--- config.mk ---
export PLATFORM = sky130hd
export DESIGN_NAME = binary_mask_centroid
export DESIGN_NICKNAME = d
export VERILOG_FILES = /design/src/rtl/bmc_pkg.sv /design/src/rtl/bmc_front.sv /design/src/rtl/bmc_fifo.sv /design/src/rtl/bmc_div.sv /design/src/rtl/bmc_back.sv /design/src/rtl/binary_mask_centroid.sv
export SDC_FILE = /design/constraint.sdc
export NUM_CORES = 1
export LEC_CHECK = 0
export ABC_AREA = 0
export BUFFER_PORTS_ARGS = -buffer_cell sky130_fd_sc_hd__buf_2
export CAP_MARGIN = 30
export CORE_MARGIN = 3
export CORE_UTILIZATION = 30
export CTS_BUF_LIST = sky130_fd_sc_hd__clkbuf_8
export CTS_CLUSTER_SIZE = 20
export DETAILED_ROUTE_END_ITERATION = 7
export GPL_ROUTABILITY_DRIVEN = 0
export PLACE_DENSITY_LB_ADDON = 0.1
export SYNTH_ARGS = -nofsm -noshare
export SYNTH_HDL_FRONTEND = slang
export SYNTH_HIERARCHICAL = 1
export SYNTH_SLANG_ARGS = --single-unit
export TNS_END_PERCENT = 100
--- constraint.sdc ---
create_clock -name clk -period 11.31 [get_ports clk]
set_clock_uncertainty 0.1 [all_clocks]
set_input_delay 2.262 -clock clk [delete_from_list [all_inputs] [get_ports clk]]
set_output_delay 2.262 -clock clk [all_outputs]
set_load 0.1 [all_outputs]
--- src/rtl/bmc_pkg.sv ---
// Shared constants for the binary mask centroid block.
`timescale 1ns / 1ps
package bmc_pkg;

  // Largest frame dimension the sums and counters are sized for.
  localparam int MAX_DIM_DEFAULT = 4096;

  // Field and register widths.
  localparam int MASK_W    = 8;
  localparam int CFG_W     = 13;
  localparam int CFG_IDX_W = 2;
  localparam int OUT_W     = 12;

  // Only a byte of exactly this value marks a set pixel.
  localparam logic [MASK_W-1:0] SET_VALUE = 8'hFF;

  // Register indexes of the configuration port.
  localparam logic [CFG_IDX_W-1:0] CFG_FRAME_WIDTH  = 2'd0;
  localparam logic [CFG_IDX_W-1:0] CFG_FRAME_HEIGHT = 2'd1;

  // Register reset values.
  localparam logic [CFG_W-1:0] FRAME_WIDTH_RESET  = 13'd640;
  localparam logic [CFG_W-1:0] FRAME_HEIGHT_RESET = 13'd480;

  // Entries in the queue of finished frame totals.
  localparam int QUEUE_DEPTH = 2;

endpackage

--- src/rtl/bmc_front.sv ---
// Front end: configuration registers, pixel coordinates and per-frame accumulation.
`timescale 1ns / 1ps
module bmc_front #(
  parameter int MAX_DIM = bmc_pkg::MAX_DIM_DEFAULT,
  parameter int CW      = $clog2(MAX_DIM),
  parameter int SUMW    = 3 * CW,
  parameter int CNTW    = 2 * CW + 1
) (
  input  logic                          clk,
  input  logic                          rst_n,
  input  logic                          cfg_we,
  input  logic [bmc_pkg::CFG_IDX_W-1:0] cfg_index,
  input  logic [bmc_pkg::CFG_W-1:0]     cfg_data,
  input  logic                          in_push,
  input  logic [bmc_pkg::MASK_W-1:0]    in_mask_value,
  output logic                          in_full,
  output logic                          q_push,
  output logic [2*SUMW+CNTW-1:0]        q_data,
  input  logic                          q_full
);
  import bmc_pkg::*;

  // Comparison width: wide enough for both the raw register and MAX_DIM itself.
  localparam int EW = (CW + 1 > CFG_W) ? CW + 1 : CFG_W;
  localparam logic [EW-1:0] DIM_LIMIT = EW'(MAX_DIM);

  logic [CFG_W-1:0] width_r;
  logic [CFG_W-1:0] height_r;
  logic [CW-1:0]    col_r, col_nxt;
  logic [CW-1:0]    row_r, row_nxt;
  logic [SUMW-1:0]  sum_x_r, sum_x_nxt;
  logic [SUMW-1:0]  sum_y_r, sum_y_nxt;
  logic [CNTW-1:0]  cnt_r, cnt_nxt;
  logic [SUMW-1:0]  acc_x, acc_y;
  logic [CNTW-1:0]  acc_cnt;
  logic [EW-1:0]    eff_w, eff_h;
  logic             accept, pix_set, line_done, frame_end;

  function automatic logic [EW-1:0] clamp_dim(input logic [CFG_W-1:0] raw);
    logic [EW-1:0] wide;
    wide = EW'(raw);
    if (wide == '0) begin
      return EW'(1);
    end else if (wide > DIM_LIMIT) begin
      return DIM_LIMIT;
    end
    return wide;
  endfunction

  assign eff_w = clamp_dim(width_r);
  assign eff_h = clamp_dim(height_r);

  // A pixel is held off while the queue is full, so a frame end can always be pushed.
  assign in_full = q_full;
  assign accept  = in_push && !q_full;
  assign pix_set = (in_mask_value == SET_VALUE);

  assign acc_x   = pix_set ? sum_x_r + SUMW'(col_r) : sum_x_r;
  assign acc_y   = pix_set ? sum_y_r + SUMW'(row_r) : sum_y_r;
  assign acc_cnt = pix_set ? cnt_r + CNTW'(1) : cnt_r;

  assign line_done = (EW'(col_r) + EW'(1)) >= eff_w;
  assign frame_end = line_done && ((EW'(row_r) + EW'(1)) >= eff_h);

  assign q_push = accept && frame_end;
  assign q_data = {acc_x, acc_y, acc_cnt};

  always_comb begin
    col_nxt   = col_r;
    row_nxt   = row_r;
    sum_x_nxt = sum_x_r;
    sum_y_nxt = sum_y_r;
    cnt_nxt   = cnt_r;
    if (accept) begin
      if (frame_end) begin
        col_nxt   = '0;
        row_nxt   = '0;
        sum_x_nxt = '0;
        sum_y_nxt = '0;
        cnt_nxt   = '0;
      end else begin
        sum_x_nxt = acc_x;
        sum_y_nxt = acc_y;
        cnt_nxt   = acc_cnt;
        if (line_done) begin
          col_nxt = '0;
          row_nxt = row_r + CW'(1);
        end else begin
          col_nxt = col_r + CW'(1);
        end
      end
    end
  end

  always_ff @(posedge clk) begin
    if (!rst_n) begin
      width_r  <= FRAME_WIDTH_RESET;
      height_r <= FRAME_HEIGHT_RESET;
      col_r    <= '0;
      row_r    <= '0;
      sum_x_r  <= '0;
      sum_y_r  <= '0;
      cnt_r    <= '0;
    end else begin
      if (cfg_we) begin
        case (cfg_index)
          CFG_FRAME_WIDTH:  width_r  <= cfg_data;
          CFG_FRAME_HEIGHT: height_r <= cfg_data;
          default: ;
        endcase
      end
      col_r   <= col_nxt;
      row_r   <= row_nxt;
      sum_x_r <= sum_x_nxt;
      sum_y_r <= sum_y_nxt;
      cnt_r   <= cnt_nxt;
    end
  end

endmodule

--- src/rtl/bmc_fifo.sv ---
// Short queue of frame totals between the front end and the divide stage.
`timescale 1ns / 1ps
module bmc_fifo #(
  parameter int WIDTH = 8,
  parameter int DEPTH = bmc_pkg::QUEUE_DEPTH
) (
  input  logic             clk,
  input  logic             rst_n,
  input  logic             push,
  input  logic [WIDTH-1:0] push_data,
  output logic             full,
  input  logic             pop,
  output logic [WIDTH-1:0] pop_data,
  output logic             empty
);
  import bmc_pkg::*;

  localparam int PW = (DEPTH > 1) ? $clog2(DEPTH) : 1;
  localparam int NW = $clog2(DEPTH + 1);

  logic [WIDTH-1:0] mem_r [DEPTH];
  logic [PW-1:0]    wr_ptr_r, rd_ptr_r;
  logic [NW-1:0]    count_r;
  logic             do_push, do_pop;

  function automatic logic [PW-1:0] bump(input logic [PW-1:0] ptr);
    return (ptr == PW'(DEPTH - 1)) ? '0 : ptr + PW'(1);
  endfunction

  assign full     = (count_r == NW'(DEPTH));
  assign empty    = (count_r == '0);
  assign do_push  = push && !full;
  assign do_pop   = pop && !empty;
  assign pop_data = mem_r[rd_ptr_r];

  always_ff @(posedge clk) begin
    if (do_push) begin
      mem_r[wr_ptr_r] <= push_data;
    end
  end

  always_ff @(posedge clk) begin
    if (!rst_n) begin
      wr_ptr_r <= '0;
      rd_ptr_r <= '0;
      count_r  <= '0;
    end else begin
      if (do_push) begin
        wr_ptr_r <= bump(wr_ptr_r);
      end
      if (do_pop) begin
        rd_ptr_r <= bump(rd_ptr_r);
      end
      case ({do_push, do_pop})
        2'b10:   count_r <= count_r + NW'(1);
        2'b01:   count_r <= count_r - NW'(1);
        default: ;
      endcase
    end
  end

  // The front end holds pixels off while the queue is full, so no frame is dropped.
  a_no_push_when_full: assert property (@(posedge clk) disable iff (!rst_n)
    !(push && full))
    else $error("frame totals pushed into a full queue");

  a_count_bound: assert property (@(posedge clk) disable iff (!rst_n)
    count_r <= NW'(DEPTH))
    else $error("queue fill count beyond its depth");

endmodule

--- src/rtl/bmc_div.sv ---
// Restoring divider, one quotient bit per cycle, for a quotient known to fit in QW bits.
`timescale 1ns / 1ps
module bmc_div #(
  parameter int QW = 12
) (
  input  logic              clk,
  input  logic              rst_n,
  input  logic              start,
  input  logic [3*QW-1:0]   dividend,
  input  logic [2*QW:0]     divisor,
  output logic              done,
  output logic [QW-1:0]     quotient
);
  import bmc_pkg::*;

  localparam int SUMW = 3 * QW;
  localparam int CNTW = 2 * QW + 1;
  localparam int SW   = $clog2(QW + 1);

  logic [CNTW-1:0] rem_r;
  logic [CNTW-1:0] dsr_r;
  logic [QW-1:0]   q_r;
  logic [SW-1:0]   step_r;
  logic            busy_r, done_r;
  logic [CNTW:0]   trial;
  logic            fits;

  // The quotient fits in QW bits, so the upper part of the dividend is already
  // below the divisor and only QW steps are needed.
  assign trial    = {rem_r, q_r[QW-1]};
  assign fits     = trial >= {1'b0, dsr_r};
  assign done     = done_r;
  assign quotient = q_r;

  always_ff @(posedge clk) begin
    if (start) begin
      rem_r <= CNTW'(dividend[SUMW-1:QW]);
      q_r   <= dividend[QW-1:0];
      dsr_r <= divisor;
    end else if (busy_r) begin
      rem_r <= fits ? CNTW'(trial - {1'b0, dsr_r}) : CNTW'(trial);
      q_r   <= QW'({q_r, fits});
    end
  end

  always_ff @(posedge clk) begin
    if (!rst_n) begin
      busy_r <= 1'b0;
      done_r <= 1'b0;
      step_r <= '0;
    end else begin
      done_r <= 1'b0;
      if (start) begin
        busy_r <= 1'b1;
        step_r <= SW'(QW);
      end else if (busy_r) begin
        step_r <= step_r - SW'(1);
        if (step_r == SW'(1)) begin
          busy_r <= 1'b0;
          done_r <= 1'b1;
        end
      end
    end
  end

endmodule

--- src/rtl/bmc_back.sv ---
// Back end: takes frame totals from the queue, divides them and holds the result.
`timescale 1ns / 1ps
module bmc_back #(
  parameter int CW   = 12,
  parameter int SUMW = 3 * CW,
  parameter int CNTW = 2 * CW + 1
) (
  input  logic                        clk,
  input  logic                        rst_n,
  input  logic                        q_empty,
  input  logic [2*SUMW+CNTW-1:0]      q_data,
  output logic                        q_pop,
  output logic                        out_empty,
  input  logic                        out_pop,
  output logic [bmc_pkg::OUT_W-1:0]   out_centroid_x,
  output logic [bmc_pkg::OUT_W-1:0]   out_centroid_y,
  output logic                        out_found
);
  import bmc_pkg::*;

  typedef enum logic {IDLE, DIVIDE} state_t;

  state_t          state_r;
  logic            out_valid_r;
  logic            found_r;
  logic [OUT_W-1:0] cx_r, cy_r;
  logic            pend_found_r;
  logic [SUMW-1:0] head_x, head_y;
  logic [CNTW-1:0] head_cnt;
  logic [CW-1:0]   qx, qy;
  logic            done_x, done_y;

  assign {head_x, head_y, head_cnt} = q_data;

  // Start a division only when the result register is free to take its answer.
  assign q_pop = (state_r == IDLE) && !q_empty && !out_valid_r;

  bmc_div #(.QW(CW)) u_div_x (
    .clk      (clk),
    .rst_n    (rst_n),
    .start    (q_pop),
    .dividend (head_x),
    .divisor  (head_cnt),
    .done     (done_x),
    .quotient (qx)
  );

  bmc_div #(.QW(CW)) u_div_y (
    .clk      (clk),
    .rst_n    (rst_n),
    .start    (q_pop),
    .dividend (head_y),
    .divisor  (head_cnt),
    .done     (done_y),
    .quotient (qy)
  );

  assign out_empty      = !out_valid_r;
  assign out_centroid_x = cx_r;
  assign out_centroid_y = cy_r;
  assign out_found      = found_r;

  always_ff @(posedge clk) begin
    if (!rst_n) begin
      state_r      <= IDLE;
      out_valid_r  <= 1'b0;
      pend_found_r <= 1'b0;
      found_r      <= 1'b0;
      cx_r         <= '0;
      cy_r         <= '0;
    end else begin
      if (out_pop && out_valid_r) begin
        out_valid_r <= 1'b0;
      end
      case (state_r)
        IDLE: begin
          if (q_pop) begin
            pend_found_r <= (head_cnt != '0);
            state_r      <= DIVIDE;
          end
        end
        DIVIDE: begin
          if (done_x) begin
            // An empty frame divides by zero; its quotient is discarded.
            cx_r        <= pend_found_r ? OUT_W'(qx) : '0;
            cy_r        <= pend_found_r ? OUT_W'(qy) : '0;
            found_r     <= pend_found_r;
            out_valid_r <= 1'b1;
            state_r     <= IDLE;
          end
        end
        default: state_r <= IDLE;
      endcase
    end
  end

  a_dividers_in_step: assert property (@(posedge clk) disable iff (!rst_n)
    done_x == done_y)
    else $error("column and row dividers out of step");

  a_done_while_dividing: assert property (@(posedge clk) disable iff (!rst_n)
    done_x |-> (state_r == DIVIDE))
    else $error("divider finished with no division outstanding");

  a_result_free_while_dividing: assert property (@(posedge clk) disable iff (!rst_n)
    (state_r == DIVIDE) |-> !out_valid_r)
    else $error("division running while a result is still held");

endmodule

--- src/rtl/binary_mask_centroid.sv ---
// Top level of the binary mask centroid block.
// Mask bytes arrive in raster order, one per clock while in_full is low; a byte
// of 255 marks a set pixel and the block keeps its own column and row count from
// the frame_width and frame_height registers (0 acts as 1, values above MAX_DIM
// act as MAX_DIM). The last pixel of a frame hands the column sum, row sum and
// set-pixel count to a two-entry queue and the accumulators clear at once, so the
// next frame streams on without a gap. Two dividers then work out the mean column
// and row one quotient bit per cycle; the result is held in a result register on
// the out_ ports, which must be popped before the next division starts, and a new
// division waits until the previous one is done. A frame without set pixels reports
// 0,0 with out_found low.
`timescale 1ns / 1ps
module binary_mask_centroid #(
  parameter int MAX_DIM = bmc_pkg::MAX_DIM_DEFAULT
) (
  input  logic                          clk,
  input  logic                          rst_n,
  input  logic                          cfg_we,
  input  logic [bmc_pkg::CFG_IDX_W-1:0] cfg_index,
  input  logic [bmc_pkg::CFG_W-1:0]     cfg_data,
  input  logic                          in_push,
  input  logic [bmc_pkg::MASK_W-1:0]    in_mask_value,
  output logic                          in_full,
  output logic                          out_empty,
  input  logic                          out_pop,
  output logic [bmc_pkg::OUT_W-1:0]     out_centroid_x,
  output logic [bmc_pkg::OUT_W-1:0]     out_centroid_y,
  output logic                          out_found
);
  import bmc_pkg::*;

  localparam int CW   = $clog2(MAX_DIM);
  localparam int SUMW = 3 * CW;
  localparam int CNTW = 2 * CW + 1;
  localparam int QDW  = 2 * SUMW + CNTW;

  logic           q_push, q_full, q_pop, q_empty;
  logic [QDW-1:0] q_wdata, q_rdata;

  bmc_front #(
    .MAX_DIM (MAX_DIM),
    .CW      (CW),
    .SUMW    (SUMW),
    .CNTW    (CNTW)
  ) u_front (
    .clk           (clk),
    .rst_n         (rst_n),
    .cfg_we        (cfg_we),
    .cfg_index     (cfg_index),
    .cfg_data      (cfg_data),
    .in_push       (in_push),
    .in_mask_value (in_mask_value),
    .in_full       (in_full),
    .q_push        (q_push),
    .q_data        (q_wdata),
    .q_full        (q_full)
  );

  bmc_fifo #(
    .WIDTH (QDW),
    .DEPTH (QUEUE_DEPTH)
  ) u_fifo (
    .clk       (clk),
    .rst_n     (rst_n),
    .push      (q_push),
    .push_data (q_wdata),
    .full      (q_full),
    .pop       (q_pop),
    .pop_data  (q_rdata),
    .empty     (q_empty)
  );

  bmc_back #(
    .CW   (CW),
    .SUMW (SUMW),
    .CNTW (CNTW)
  ) u_back (
    .clk            (clk),
    .rst_n          (rst_n),
    .q_empty        (q_empty),
    .q_data         (q_rdata),
    .q_pop          (q_pop),
    .out_empty      (out_empty),
    .out_pop        (out_pop),
    .out_centroid_x (out_centroid_x),
    .out_centroid_y (out_centroid_y),
    .out_found      (out_found)
  );

endmodule
==> impl_results.md <==
- Status: complete, no violations
- Global Route Usage Sum: 15.8%
- Maximum clock rate: 0.178 GHz
- Drt total wl: 74,500 um
- Crit-path max FO: 58
- Max-cap violations: 0
- YS warnings: 6
- Resized Gates After CTS: 0
- Synthesized Nets: 2,660
- Std-Cell Rows: 108
- Clk_lat worst skew: 700 ps
- Critical Path AT: 5830 ps
- Die X: 304 um
- Maximum buffer depth of the clock tree: 3
- Starting DRC count in detailed routing: 959
- Die height: 304 um
- Unrepaired setup endpoints after global routing: false
- Worst setup EP type: register
- Final hold slack: 354 ps
- Initial Utilization: 30.5%
- Hold_buf cts: 0
- Total setup buffers inserted after CTS: 0
- Reg-to-reg slack, setup: 5700 ps
- Layout net count: 2,716
- CP max-delay cell: buf_4
- Pre-Repair DR Iteration Count: 5
- Worst-path cell chain: and3_1, and3_1, and3_1, and3_1, nand3_1, xnor2_1, ha_1, nand4_1, o31ai_4, buf_4, nand2_1, nor2_1, inv_1, or3_1, inv_4, buf_4
- Fin crit share: 49.6%
- Via density: 5.06
- Proportion of layout cells with a drive suffix above 1: 15.3%
- Synthesized area: 26,700 um^2
- Number of global-route vias before repair: 19,400
- WP buf/inv: 4
- Largest net degree at the start of global routing: 76
- Final Setup Violations: 0
- GR Overflow Total: 0
- Slew headroom: 33.7%
- Cts bufs inserted: 94
- Initial antenna violation count: 3
- Placed instance area: 28,100 um^2
- Crit path required time: 11,530 ps
- Sw Share: 23.1%
- Avg Inst Size Synth: 10.6 um^2
- Leak Pwr: 11.3 nW
- Total Power: 3.87 mW
- Clock share of power: 46.5%
- Hpwl dp: 52,500 um
- Full die area: 92,700 um^2
- Antenna-violating nets left: 0
- Crit-path leading delay family: simple AND/OR/NAND/NOR gates
- Residual DRC: 0
- FILL cells: 8,900
- Clk root buf: clkbuf_8
- Final instance area: 30,000 um^2
- Core Box Area: 87,600 um^2
- VDD IR max: 0.0762 mV
- Int Power: 2.98 mW
- Most frequent CP cell: and3_1
- Fin. Hold Viols: 0
- CTS tree: done
- Area Overhead vs Synth: 12.4%
- I/O pins: 55
- Worst-margin pin slew: 991 ps
- Slew Viols, Final: 0
- Sequential power share: 50.7%
- Final setup TNS: 0 ps
- Vias: 19,300
- Depth of the CTS H-tree: 3
- First-pass GRT wire length: 115,000 um
- Clk sinks: 509
- Slowest cell delay on critical path: 720 ps
- Crit path launch type: register
- Fin crit period: 5610 ps
- Crit path kind: register to register
- Routed len/inst: 19.6 um
- Comb power frac: 2.8%
- Power density over cell area: 129 nW/um^2
- NetSw: 0.896 mW
- Hold crit path type: register to register
- Clock Pin Slew Worst Setup and Hold Paths: 60 ps
- Cells after Synth: 2,520
- Buffers on Ports: 54
==> sequential cells by signal, summed over array words and instances (netlist names), 4 cells and up, named ones only <==
signal and flops:
u_front/row_r 12, u_back/u_div_x/quotient 12, u_front/width_r 13, u_back/u_div_x/dsr_r 25, u_back/u_div_x/step_r 4, u_front/col_r 12, u_back/u_div_y/rem_r 25, u_back/u_div_y/dsr_r 25
u_front/height_r 13, u_back/u_div_x/rem_r 25, u_front/sum_x_r 36, u_back/u_div_y/step_r 4, u_back/out_centroid_x 12, u_back/u_div_y/quotient 12, u_back/out_centroid_y 12, u_front/sum_y_r 36
u_fifo/mem_r 194, u_front/cnt_r 25
==> cells in the final DEF (no fill, tap or decap), types with 12 or more instances in the layout <==
cell type  instances
nand3_1           79
a31oi_1           18
and2_1            12
a21boi_0          24
edfxtp_1         316
o211ai_1          12
a22o_1            29
mux2_2           131
o21ai_0          101
ha_1             108
a21o_1            37
xnor2_1           91
and3_1            54
a21oi_1          151
nor3_1            41
a211oi_1          20
clkinv_2          14
nand2_1          276
nand2b_1          15
dfxtp_1          192
inv_1            127
clkbuf_8         106
xor2_1            89
nor2_1           134
nor3b_1           15
nor2b_1           15
nand4_1           50
buf_2             57
or3_1             15
nand3b_1          23
mux2i_1           14
nor4_1            26
buf_4             27
==> cell type report <==
| type | instances | area [um^2] | area share [%] |
|---|---|---|---|
| repair buffers | 85 | 508 | 1.69 |
| flip-flops and latches | 509 | 13400 | 44.5 |
| clock inverters | 70 | 465 | 1.55 |
| multi-input cells | 1791 | 12400 | 41.4 |
| well taps | 1155 | 1450 | 4.81 |
| diodes | 1 | 2.50 | 0.00833 |
| inverters | 95 | 359 | 1.20 |
| clock buffers | 106 | 1460 | 4.86 |
==> layer usage <==
layer	routed length (um)	vias to the layer above	GRT usage, %
met3	2700	110	2.46
met4	2180	0	5.10
met2	34500	384	25.5
met5	0	-	0
met1	35100	9340	21.6
li1	-	9444	-
==> stage by stage <==
| stage | util [%] | worst slack [ps] | cells |
|---|---|---|---|
| 2_1_floorplan | - | 5210 | 2520 |
| 3_3_place_gp | 32.1 | 5800 | 3631 |
| 3_5_place_dp | 32.1 | 5720 | 3635 |
| 4_1_cts | 34.3 | 5670 | 3811 |
| 5_1_grt | 34.3 | 5250 | 3812 |
| 6_report | 34.3 | 5700 | 3812 |
==> worst paths after layout <==
path / startpoint / endpoint / cells past startpoint
worst max-delay path: u_front/row_r[1] / u_fifo/mem_r[0][55] / 16
worst min-delay path: u_back/out_found / u_back/out_found / 1
worst max register to register: u_front/row_r[1] / u_fifo/mem_r[0][55] / 16
worst min register to register: u_back/out_found / u_back/out_found / 1
==> power by group through the flow <==
stage	Sequential, mW	Clock (mW)	Combinational, mW
after global placement	2.00	0	0.110
after detailed placement	2.00	0	0.111
final	1.96	1.80	0.109
after floorplan	2.00	0	0.0774
after global routing	1.96	1.96	0.123
after CTS	1.96	1.88	0.112
No activity file was read; power rests on OpenSTA's default activity.
